===== src/hw/rtl/rma_pkg.sv =====
// Shared constants and types of the ramped moving average unit.
package rma_pkg;

  localparam int WIN_W      = 9;
  localparam int SUM_W      = 40;
  localparam int FRAC_W     = 8;
  localparam int OUT_W      = 40;
  localparam int IN_W       = 32;
  localparam int DIVIDEND_W = SUM_W + FRAC_W;
  localparam int DIV_STEPS  = DIVIDEND_W / 2;
  localparam int DIV_CNT_W  = $clog2(DIV_STEPS + 1);

  typedef struct packed {
    logic                  start;
    logic [DIVIDEND_W-1:0] dividend;
    logic [WIN_W-1:0]      divisor;
  } div_req_t;

  typedef struct packed {
    logic                  done;
    logic [DIVIDEND_W-1:0] quotient;
  } div_rsp_t;

endpackage


===== src/hw/rtl/rma_div.sv =====
// Iterative restoring divider that retires two quotient bits per cycle.
module rma_div (
  input  logic              clk,
  input  logic              rst,
  input  rma_pkg::div_req_t req,
  output rma_pkg::div_rsp_t rsp
);

  logic [rma_pkg::DIVIDEND_W-1:0] quo;
  logic [rma_pkg::WIN_W-1:0]      rem;
  logic [rma_pkg::WIN_W-1:0]      dvs;
  logic [rma_pkg::DIV_CNT_W-1:0]  cnt;
  logic                           busy;
  logic                           done;

  logic [rma_pkg::WIN_W:0]   r1;
  logic [rma_pkg::WIN_W:0]   r2;
  logic [rma_pkg::WIN_W:0]   r1s;
  logic [rma_pkg::WIN_W:0]   r2s;
  logic                      ge1;
  logic                      ge2;

  always_comb begin
    r1  = {rem, quo[rma_pkg::DIVIDEND_W-1]};
    ge1 = r1 >= {1'b0, dvs};
    r1s = ge1 ? (r1 - {1'b0, dvs}) : r1;
    r2  = {r1s[rma_pkg::WIN_W-1:0], quo[rma_pkg::DIVIDEND_W-2]};
    ge2 = r2 >= {1'b0, dvs};
    r2s = ge2 ? (r2 - {1'b0, dvs}) : r2;
  end

  always_ff @(posedge clk) begin
    if (rst) begin
      busy <= 1'b0;
      done <= 1'b0;
      cnt  <= '0;
    end else begin
      done <= 1'b0;
      if (req.start) begin
        busy <= 1'b1;
        cnt  <= rma_pkg::DIV_CNT_W'(rma_pkg::DIV_STEPS - 1);
      end else if (busy) begin
        if (cnt == '0) begin
          busy <= 1'b0;
          done <= 1'b1;
        end else begin
          cnt <= cnt - 1'b1;
        end
      end
    end
  end

  always_ff @(posedge clk) begin
    if (req.start) begin
      quo <= req.dividend;
      rem <= '0;
      dvs <= req.divisor;
    end else if (busy) begin
      quo <= {quo[rma_pkg::DIVIDEND_W-3:0], ge1, ge2};
      rem <= r2s[rma_pkg::WIN_W-1:0];
    end
  end

  assign rsp.done     = done;
  assign rsp.quotient = quo;

endmodule


===== config.mk =====
export PLATFORM = sky130hd
export DESIGN_NAME = rma_div
export DESIGN_NICKNAME = d
export VERILOG_FILES = /design/src/hw/rtl/rma_pkg.sv /design/src/hw/rtl/rma_div.sv
export SDC_FILE = /design/constraint.sdc
export NUM_CORES = 1
export LEC_CHECK = 0
export BUFFER_PORTS_ARGS = -buffer_cell sky130_fd_sc_hd__buf_4
export CORE_ASPECT_RATIO = 0.7
export CORE_MARGIN = 5
export CORE_UTILIZATION = 53
export DETAILED_ROUTE_END_ITERATION = 10
export PLACE_DENSITY_LB_ADDON = 0.25
export SLEW_MARGIN = 20
export SYNTH_ARGS = -nofsm -noshare
export SYNTH_HDL_FRONTEND = slang
export SYNTH_SLANG_ARGS = --single-unit

===== constraint.sdc =====
create_clock -name clk -period 4.45 [get_ports clk]
set_clock_uncertainty 0.2 [all_clocks]
set_input_delay 0.2225 -clock clk [delete_from_list [all_inputs] [get_ports clk]]
set_output_delay 0.2225 -clock clk [all_outputs]
set_load 0.01 [all_outputs]

After elaboration in Yosys (flattened, before gate mapping)

Index checks and enable logic that the tools add are counted.

Add/sub/neg operators: 3
Magnitude comparators: 2
Eq/ne operators: 1
Muxes and demuxes: 11
Bitwise gates (word level): 2
Reductions and logical operators: 6

Operators with widths:

| kind                                              | count |
|---|---|
| two-way mux 48 bit                                | 2 |
| >= comparator 10 x 9 -> 1 bit                     | 2 |
| two-way mux 9 bit                                 | 2 |
| subtractor 9 bit                                  | 2 |
| two-way mux 5 bit                                 | 3 |
| zero test 5 bit                                   | 1 |
| subtractor 5 x 1 -> 5 bit (second input constant) | 1 |
| two-way mux 1 bit                                 | 4 |
| AND reduction 2 bit                               | 2 |
| OR reduction 3 bit                                | 1 |
| != test 2 bit (second input constant)             | 1 |
| NOT 1 bit                                         | 2 |
| nonzero test 2 bit                                | 1 |
| OR reduction 2 bit                                | 1 |

Bits in registers: 73
Input bits: 60
Output and inout port bits: 49
Logic and storage cells: 32

Longest topological paths before layout

Gate-level depths: netlist of run 1.

Depth after elaboration: 5
Mapped depth: 17
Depth with buffers taken out: 16

Worst setup path after synthesis of run 1

Ideal clock, no wire load.

Path kind: flip-flop to flip-flop
Start point: register quo[47] (netlist name)
End point: register rem[6] (netlist name)
Library setup time: 0.122 ns
Data arrival time: 3.645 ns
Data required time: 4.128 ns
Slack: 0.483 ns
Cell stages (with the launch flop): 17
Path buffers: 1
Clock period less this slack: 3.967 ns
Cells stage by stage: edfxtp_1 -> inv_1 -> ha_1 -> inv_1 -> fa_1 -> a211oi_2 -> o211a_1 -> o21bai_4 -> mux2_1 -> ha_1 -> a21oi_1 -> a21oi_1 -> o31ai_4 -> o211ai_2 -> buf_6 -> and2_4 -> a221o_1

Word-level cells in the longest chain between the ends: 4
Elaborated cells between the ends (all ways): 6
Those cells by class: add/sub (2); order compare (2); mux (2)

RTL lines:

| what                                                              | RTL line                     | text |
|---|---|---|
| from (decl)                                                       | rma_div.sv:9                 | `logic [rma_pkg::DIVIDEND_W-1:0] quo;` |
| from (signal assigned)                                            | rma_div.sv:55                | `quo <= req.dividend;` |
| from (signal assigned)                                            | rma_div.sv:59                | `quo <= {quo[rma_pkg::DIVIDEND_W-3:0], ge1, ge2};` |
| subtractor 9 bit or >= comparator 10 x 9 -> 1 bit (tied branches) | rma_div.sv:26, rma_div.sv:25 |  |
| two-way mux 9 bit (*)                                             | rma_div.sv:26                | `r1s = ge1 ? (r1 - {1'b0, dvs}) : r1;` |
| subtractor 9 bit or >= comparator 10 x 9 -> 1 bit (tied branches) | rma_div.sv:29, rma_div.sv:28 |  |
| two-way mux 9 bit (*)                                             | rma_div.sv:29                | `r2s = ge2 ? (r2 - {1'b0, dvs}) : r2;` |
| to (signal assigned)                                              | rma_div.sv:60                | `rem <= r2s[rma_pkg::WIN_W-1:0];` |
| to (decl)                                                         | rma_div.sv:10                | `logic [rma_pkg::WIN_W-1:0] rem;` |

Mark *: on every way between the ends. The rest lies on a longest branch, timed or not.
A chain may end at the register's enable or synchronous reset.

Worst setup path in the final report of run 1

Same ends and word-level chain as after synthesis.

==> results of run 1 <==
-- cells in the mapped netlist (5+ instances only) --
cell and number:
nor3_1 6, ha_1 20, nand3_1 5, dfxtp_1 16
edfxtp_1 57, xor2_1 7, xnor2_1 7, mux2i_1 9
a21oi_1 16, o21ai_1 6, nand2_1 13, mux2_2 48
inv_1 18, nor2_1 9
-- cell families after synthesis --
| kind of cell | synth area share, % |
|---|---|
| compound gates | 11.4 |
| flops | 52.0 |
| mux | 17.3 |
| simple gates | 5.93 |
| buf+inv | 2.79 |
| xor+xnor | 3.14 |
| fa+ha+maj | 7.43 |
-- flip-flops by register name (all words and copies together), names as in the netlist --
name and count:
done 1, quo 48, rem 9, busy 1, cnt 5, dvs 9
-- final timing paths --
check / from / end / cells past startpoint
max: quo[47] / rem[6] / 15
max reg2reg: quo[47] / rem[6] / 15
min reg2reg: rem[8] / rem[8] / 2
min: req[57] / dvs[7] / 1
-- area by class of cell --
| type | count | area, um2 |
|---|---|---|
| Clock buffer | 11 | 141 |
| Clock inverter | 5 | 78.8 |
| Multi-Input combinational cell | 202 | 1800 |
| Inverter | 19 | 71.3 |
| Sequential cell | 73 | 2030 |
| Fill cell | 443 | 1580 |
| Tap cell | 98 | 123 |
| Timing Repair Buffer | 167 | 1400 |
-- what timing repair did --
item                                    CTS  global route
endpoints found under the hold margin    64             0
hold buffers                             58             0
endpoints found under the setup margin    0             7
gates resized for setup                   0             6
-- critical path, delay by kind of cell (launching register included) --
| kind | cells | cell delay [ns] |
|---|---|---|
| AOI/OAI and AO/OA | 8 | 1.79 |
| adders and majority gates | 3 | 1.00 |
| buffers and inverters | 2 | 0.15 |
| muxes | 1 | 0.38 |
| and+or+nand+nor | 1 | 0.18 |
| DFF | 1 | 0.40 |
-- power breakdown --
| group | total [mW] | internal, mW | switching [mW] |
|---|---|---|---|
| clock | 0.578 | 0.329 | 0.249 |
| sequential | 0.937 | 0.862 | 0.0747 |
| combinational | 1.70 | 0.795 | 0.905 |
-- stage by stage --
stage | power (mW) | hold WS (ns) | utilization, %
5_1_grt | 3.41 | 0.270 | 78.1
2_1_floorplan | 2.12 | 0.0916 | -
3_5_place_dp | 2.50 | 0.202 | 66.6
6_report | 3.22 | 0.266 | 78.1
4_1_cts | 3.12 | 0.257 | 77.7
3_3_place_gp | 2.47 | 0.201 | 66.6
-- per-layer routing --
metal	wire length, um	part of all wire (%)
met1	4580	43
met2	5160	49
met3	596	5.7
met4	214	2.0
met5	0	0
==> results.toml, run 1 <==
[timing]
period_minus_slack_ns = 4.22
fin_crit_sh_pct = 94.8
slew_headroom_pct = 29.5
finalSetupViolations = 0
setup_slack_ns = 0.231
fin_tns_setup_ns = 0
worst_slew_pin_slew_ns = 1.06
rsz0062_at_grt = "no"
maxSlewViolCount = 0
hold_viol = 0
max_freq_mhz = 237

[grt]
antenna_found_initial = 0
use_met1_pct = 30.2
grtUsageMet2_pct = 41.0
gr-total-overflow = 0
grt.busiest_layer = "met2"
grt_use_met3_pct = 5.45
grt_max_degree = 60
grt_pass1_wl_um = 16900
track_usage_pct = 23.9
grt_pass1_vias = 3167

[route]
wl_um = 10500
vias_per_cell = 5.36
drc_errors = 0
dr.pass1.iters = 4
vias = 3083
drt-wirelength-per-cell_um = 18.3
drt_iter0_markers = 120
antenna_left = 0

[place]
hpwl_um = 6800
postPlaceCellArea_um2 = 4810
io_buffers = 108
post-place-ws_ns = 0.167
dp.cells = 501
finalWeightedCongestion = 0.890

[floorplanning]
chipHeight_um = 81.8
ios = 109
core_um2 = 7220
rows = 26
fp.dieW_um = 113
initial_core_util_pct = 54.1
die-area_um2 = 9210

[cts]
cts_sinks = 73
cts_root_buf = "clkbuf_8"
post-cts-setup-buffer-count = 0
cts_tree = "built"
clk_path_buf_depth = 2
insertion_delay_ns = 0.35
numCtsBuffers = 9
htreeDepth = 3
clk_pin_slew_ns = 0.07

[critical_path]
slowest_delay_ns = 0.47
crit_arrival_ns = 4.26
crit_required_ns = 4.49
crit_path_cell_trace = "inv_1, ha_1, inv_1, fa_1, a211oi_4, o211a_1, o21bai_4, mux2_1, ha_1, a21oi_2, a21oi_1, o31ai_4, o211ai_4, and2_4, a221o_1"
crit_fanout = 9
worstSetupStartpointType = "flip-flop"
reg2reg_slack_ns = 0.23
cp_slowest_cell = "fa_1"
path_class = "reg -> reg"
cp-end-kind = "flip-flop"

[layout]
layout_commonest_cell = "buf_4"
finalNonFillerCells = 575
layout-drive-gt1-share_pct = 39.0
diodes = 0
final_cell_mix = "109 x buf_4, 58 x dlygate4sd3_1, 57 x edfxtp_1"
syn2layout_area_growth_pct = 44.5
layout.nets = 554
fin_area_um2 = 5640

[yosys]
syn_avg_cell_area_um2 = 13.0
ys_ff_latch = 73
yosysTopAreaCell = "edfxtp_1"
syn_area_um2 = 3910
synth_area_leaders = "edfxtp_1 44%, mux2_2 14%, dfxtp_1 8.2%"
synth-edff-count = 57
yosysSeqAreaShare_pct = 52.0
synth-async-reset-ratio_pct = 0
synth_ff_type = "edfxtp_1"
synth_top_area_share_pct = 43.8
synth_nets = 383
synth_cell_types = 52
syn_inst = 301
yosys_warnings = 0

[job]
max_cap_viol_count = 0

[power_and_ir_drop]
power_density_nw_per_um2 = 570
ir_drop_v = 0.000354
power.leakage_nw = 2.35

[run_status]
outcome = "finished, final reports clean"

[hold_path]
hold_class = "in -> reg"
(Power assumes the default switching activity.)
==> inputs of run 2 (changes only) <==
--- a/config.mk
+++ b/config.mk
@@ -7,8 +7,8 @@
 export LEC_CHECK = 0
 export BUFFER_PORTS_ARGS = -buffer_cell sky130_fd_sc_hd__buf_4
 export CORE_ASPECT_RATIO = 0.7
-export CORE_MARGIN = 5
-export CORE_UTILIZATION = 53
+export CORE_MARGIN = 4
+export CORE_UTILIZATION = 47
 export DETAILED_ROUTE_END_ITERATION = 10
 export PLACE_DENSITY_LB_ADDON = 0.25
 export SLEW_MARGIN = 20
==> constraint.sdc (replaced) <==
create_clock -name clk -period 3.82 [get_ports clk]
set_clock_uncertainty 0.2 [all_clocks]
set_input_delay 0.191 -clock clk [delete_from_list [all_inputs] [get_ports clk]]
set_output_delay 0.191 -clock clk [all_outputs]
set_load 0.01 [all_outputs]
==> results.toml, run 2 (synthesized netlist as in run 1, its figures left out) <==
[floorplanning]
chipHeight_um = 84.3
fp.dieW_um = 117
die-area_um2 = 9860
initial_core_util_pct = 49.0
core_um2 = 7970
ios = 109
rows = 27

[layout]
diodes = 0
top_regs = "quo: 48 flops, dvs: 9 flops, rem: 9 flops"
layout.nets = 583
final_util_pct = 76.2
layout-drive-gt1-share_pct = 47.4
fin_area_um2 = 6080
syn2layout_area_growth_pct = 55.6
largest_register_ffs = 48
fill_cells = 495
regMostFlops = "quo"
finalNonFillerCells = 607
final_cell_mix = "137 x buf_4, 58 x dlygate4sd3_1, 57 x edfxtp_1"
layout_commonest_cell = "buf_4"

[power_and_ir_drop]
p_seq_share_pct = 24.2
ir_drop_v = 0.000407
power_mw = 4.53
switchingPower_mw = 1.73
power.leakage_nw = 2.51
power_density_nw_per_um2 = 744
pwr-share-comb_pct = 58.5
p_int_mw = 2.79
clkPwrFrac_pct = 17.2
swShare_pct = 38.2

[timing]
slew_headroom_pct = 31.6
maxSlewViolCount = 0
rsz0062_at_grt = "yes"
max_freq_mhz = 255
fin_crit_sh_pct = 103
fin_tns_setup_ns = -0.652
worst_slew_pin_slew_ns = 1.02
hold_viol = 0
finalSetupViolations = 10
setup_slack_ns = -0.106
holdWs_ns = 0.0448
period_minus_slack_ns = 3.93

[hold_path]
hold_class = "in -> reg"
min_from = "req[57]"
hold_depth = 1
whs_endpoint = "dvs[7]"

[cts]
cts_tree = "built"
numCtsBuffers = 9
cts_root_buf = "clkbuf_16"
insertion_delay_ns = 0.34
cts_sinks = 73
clk_path_buf_depth = 2
clk_pin_slew_ns = 0.06
htreeDepth = 3

[grt]
track_usage_pct = 22.9
grt_max_degree = 50
grt_pass1_vias = 3305
antenna_found_initial = 0
grt_pass1_wl_um = 17300
gr-total-overflow = 0

[critical_path]
crit_path_cell_trace = "inv_2, ha_4, inv_2, fa_2, a211oi_4, o211a_1, o21bai_4, mux2_4, ha_4, nand4_1, a21oi_4, o31ai_4, o211ai_4, buf_6, mux2i_2, o22ai_1"
worstSetupStartpointType = "flip-flop"
reg2regPathDepth = 16
path_class = "reg -> reg"
crit_fanout = 7
slowest_delay_ns = 0.40
reg2reg_slack_ns = -0.11
crit_arrival_ns = 3.91
crit_required_ns = 3.80
cp-end-kind = "flip-flop"
r2r-end = "rem[2]"
cp_slowest_cell = "edfxtp_1"
regToRegStartpoint = "quo[47]"

[run_status]
violations = "negative setup slack"
outcome = "complete, but fails checks"

[route]
wl_um = 11400
vias_per_cell = 5.40
dr.pass1.iters = 5
antenna_left = 0
drc_errors = 0
vias = 3279
drt-wirelength-per-cell_um = 18.8
drt_iter0_markers = 209

[place]
post-place-ws_ns = -0.170
io_buffers = 108
hpwl_um = 7280
dp.cells = 519
finalWeightedCongestion = 0.909
postPlaceCellArea_um2 = 4970

[job]
max_cap_viol_count = 0
==> run 2: how the worst max path moves through the flow <==
stage,start,depth (start not counted),slack [ns],to
6_report,quo[47],16,-0.11,rem[2]
5_1_grt,quo[47],16,-0.23,rem[4]
4_1_cts,quo[47],16,0.01,rem[4]
3_5_place_dp,quo[47],15,-0.17,rem[6]
3_3_place_gp,quo[47],16,-0.02,rem[2]
2_1_floorplan,quo[47],16,0.02,rem[6]
==> run 2: area by class of cell <==
class / count / area (um2) / share of cell area [%]
Clock inverter: 6 / 43.8 / 0.720
Timing Repair Buffer: 196 / 1620 / 26.7
Sequential cell: 73 / 2030 / 33.4
Clock buffer: 10 / 229 / 3.77
Multi-Input combinational cell: 202 / 1960 / 32.2
Tap cell: 101 / 126 / 2.08
Inverter: 19 / 71.3 / 1.17
==> run 2: power by group through the flow <==
| stage | registers (mW) | logic, mW | clock network, mW |
|---|---|---|---|
| after detailed placement | 1.10 | 2.03 | 0 |
| after global placement | 1.10 | 2.01 | 0 |
| final | 1.10 | 2.65 | 0.780 |
| after floorplan | 1.11 | 1.42 | 0 |
| after CTS | 1.09 | 2.25 | 0.791 |
| after global routing | 1.11 | 2.82 | 0.825 |
==> run 2: repair_timing <==
| action | 4_1_cts | 5_1_grt |
|---|---|---|
| gates resized for setup | 10 | 23 |
| endpoints found under the hold margin | 64 | 0 |
| setup endpoints to repair | 9 | 10 |
| pin swaps | 5 | 18 |
| setup buffers | 3 | 11 |
| hold buffers | 58 | 0 |
==> run 2: per-layer routing <==
layer  track usage [%]  share of wire, %  up-vias
met1              30.3                43     1582
li1                  -                 -     1547
met2              36.7                47      128
met3              6.12               7.3       22
met4              7.29               2.1        0
met5                 0                 0        -
==> run 2: worst max-delay path, delay by kind of cell, from the launching register on <==
kind / cells / cell delay [ns]
AO/OA/AOI/OAI: 7 / 1.26
adder cells (fa/ha/maj): 3 / 0.80
multiplexers: 2 / 0.56
flip-flops: 1 / 0.40
buffers and inverters: 3 / 0.32
AND/OR/NAND/NOR: 1 / 0.22
==> inputs of run 3 (changes only) <==
--- a/config.mk
+++ b/config.mk
@@ -6,7 +6,7 @@
 export NUM_CORES = 1
 export LEC_CHECK = 0
 export BUFFER_PORTS_ARGS = -buffer_cell sky130_fd_sc_hd__buf_4
-export CORE_ASPECT_RATIO = 0.7
+export CORE_ASPECT_RATIO = 1.1
 export CORE_MARGIN = 4
 export CORE_UTILIZATION = 47
 export DETAILED_ROUTE_END_ITERATION = 10
==> results.toml, run 3 (synthesized netlist as in run 1, its figures left out) <==
[timing]
worst_slew_pin_slew_ns = 1.03
max_freq_mhz = 262
period_minus_slack_ns = 3.81
holdWs_ns = 0.107
slew_headroom_pct = 31.1
hold_viol = 0
maxSlewViolCount = 0
fin_crit_sh_pct = 99.8
rsz0062_at_grt = "yes"
finalSetupViolations = 0

[grt]
track_usage_pct = 23.8
antenna_found_initial = 0
grt_pass1_wl_um = 18100
grt_max_degree = 59
gr-total-overflow = 0
grt_pass1_vias = 3516

[route]
met3_length_um = 661
drc_errors = 0
routed.top_layer = "met4"
antenna_left = 0
vias_per_cell = 5.35
dr.pass1.iters = 4
drt_iter0_markers = 139
met1Wirelength_um = 4370
route.met2.wl_um = 6170
wl_um = 11500
drt-wirelength-per-cell_um = 18.7
vias = 3284

[floorplanning]
rows = 34
ios = 109
chipHeight_um = 104
initial_core_util_pct = 48.8
fp.dieW_um = 94.9
die-area_um2 = 9840
core_um2 = 8000

[critical_path]
crit_fanout = 7
cp-end-kind = "flip-flop"
path_buf_inv = 3
crit_required_ns = 3.87
regToRegStartpoint = "quo[47]"
crit_path_cell_trace = "inv_2, ha_4, inv_2, fa_2, a211oi_4, o211a_1, o21bai_4, mux2_4, ha_4, a211oi_2, nor2_2, o31ai_4, o211ai_4, buf_6, mux2i_1, a22o_1"
cp_slowest_cell = "edfxtp_1"
worstSetupStartpointType = "flip-flop"
crit_family = "compound AO/OA/AOI/OAI gates"
cp-startpoint = "quo[47]"
reg2regPathDepth = 16
path_class = "reg -> reg"
slowest_delay_ns = 0.41
r2r-end = "rem[0]"
crit_arrival_ns = 3.86
reg2reg_slack_ns = 0.009

[cts]
cts_tree = "built"
numCtsBuffers = 9
cts_root_buf = "clkbuf_8"
insertion_delay_ns = 0.35
htreeDepth = 3
cts_sinks = 73
clk_pin_slew_ns = 0.08
clk_path_buf_depth = 2

[layout]
largest_register_ffs = 48
final_cell_mix = "134 x buf_4, 58 x dlygate4sd3_1, 57 x edfxtp_1"
layout-drive-gt1-share_pct = 47.0
syn2layout_area_growth_pct = 54.8
final_util_pct = 75.6
layout.nets = 583
diodes = 0
top_regs = "quo: 48 flops, dvs: 9 flops, rem: 9 flops"
layout_commonest_cell = "buf_4"
regMostFlops = "quo"

[place]
hpwl_um = 7310
finalWeightedCongestion = 0.883
io_buffers = 108

[run_status]
outcome = "finished, final reports clean"

[hold_path]
min_from = "req[57]"
hold_depth = 4
hold_class = "in -> reg"
whs_endpoint = "rem[8]"

[power_and_ir_drop]
power_density_nw_per_um2 = 746
ir_drop_v = 0.000410
power_mw = 4.51
power.leakage_nw = 2.50

[job]
max_cap_viol_count = 0
==> run 3: cell count changes in the layout (fill, tap and decap cells not counted), sizes merged <==
cell / before / now
clkinv: 2 / 3
bufinv: 0 / 2
clkinvlp: 4 / 1
==> run 3: repair_timing <==
item,in CTS,in global routing
buffers inserted,1,9
hold buffers,58,0
hold endpoints to repair,64,0
gates resized for setup,6,28
pin swaps,2,11
endpoints found under the setup margin,10,10
==> run 3: worst register-to-register path, cell delays in order, from the launching register on <==
cell,delay [ns]
edfxtp_1,0.41
inv_2,0.10
ha_4,0.14
inv_2,0.03
fa_2,0.36
a211oi_4,0.32
o211a_1,0.24
o21bai_4,0.13
mux2_4,0.35
ha_4,0.26
a211oi_2,0.20
nor2_2,0.08
o31ai_4,0.26
o211ai_4,0.15
buf_6,0.16
mux2i_1,0.13
a22o_1,0.21
==> run 3: area by class of cell <==
cell class,count,area [um2]
inverters,19,71.3
fillers,532,1950
clock buffers,10,128
repair buffers,196,1630
multi-input cells,202,1960
flip-flops and latches,73,2030
clock inverters,6,90.1
well taps,108,135
==> run 3: how the worst max path moves through the flow <==
stage,to,slack [ns],cells past startpoint
floorplan,rem[6],0.02,16
global placement,rem[0],0.07,16
detailed placement,rem[6],-0.15,15
CTS,rem[0],0.008,17
global route,rem[7],-0.14,14
finish,rem[0],0.009,16
==> run 3: per-layer routing <==
metal  global-route usage, %  up-vias
met3                    6.82       26
met5                       0        -
met2                    41.9      122
li1                        -     1545
met4                    8.04        0
met1                    27.0     1591
==> run 3: per-stage QoR <==
stage	setup WS, ns	instance area [um2]	instances	setup TNS (ns)
finish	0.00861	6050	614	0
detailed placement	-0.145	5010	530	-0.547
CTS	0.00759	5840	605	0
global route	-0.145	6050	614	-1.08
floorplan	0.0207	3950	301	0
global placement	0.0659	5010	530	0
==> run 3: where the power goes <==
part	switching (mW)	internal (mW)	leakage (nW)
clock network	0.325	0.371	0.107
logic	1.30	1.42	1.69
registers	0.0946	1.00	0.703
total	1.72	2.79	2.50
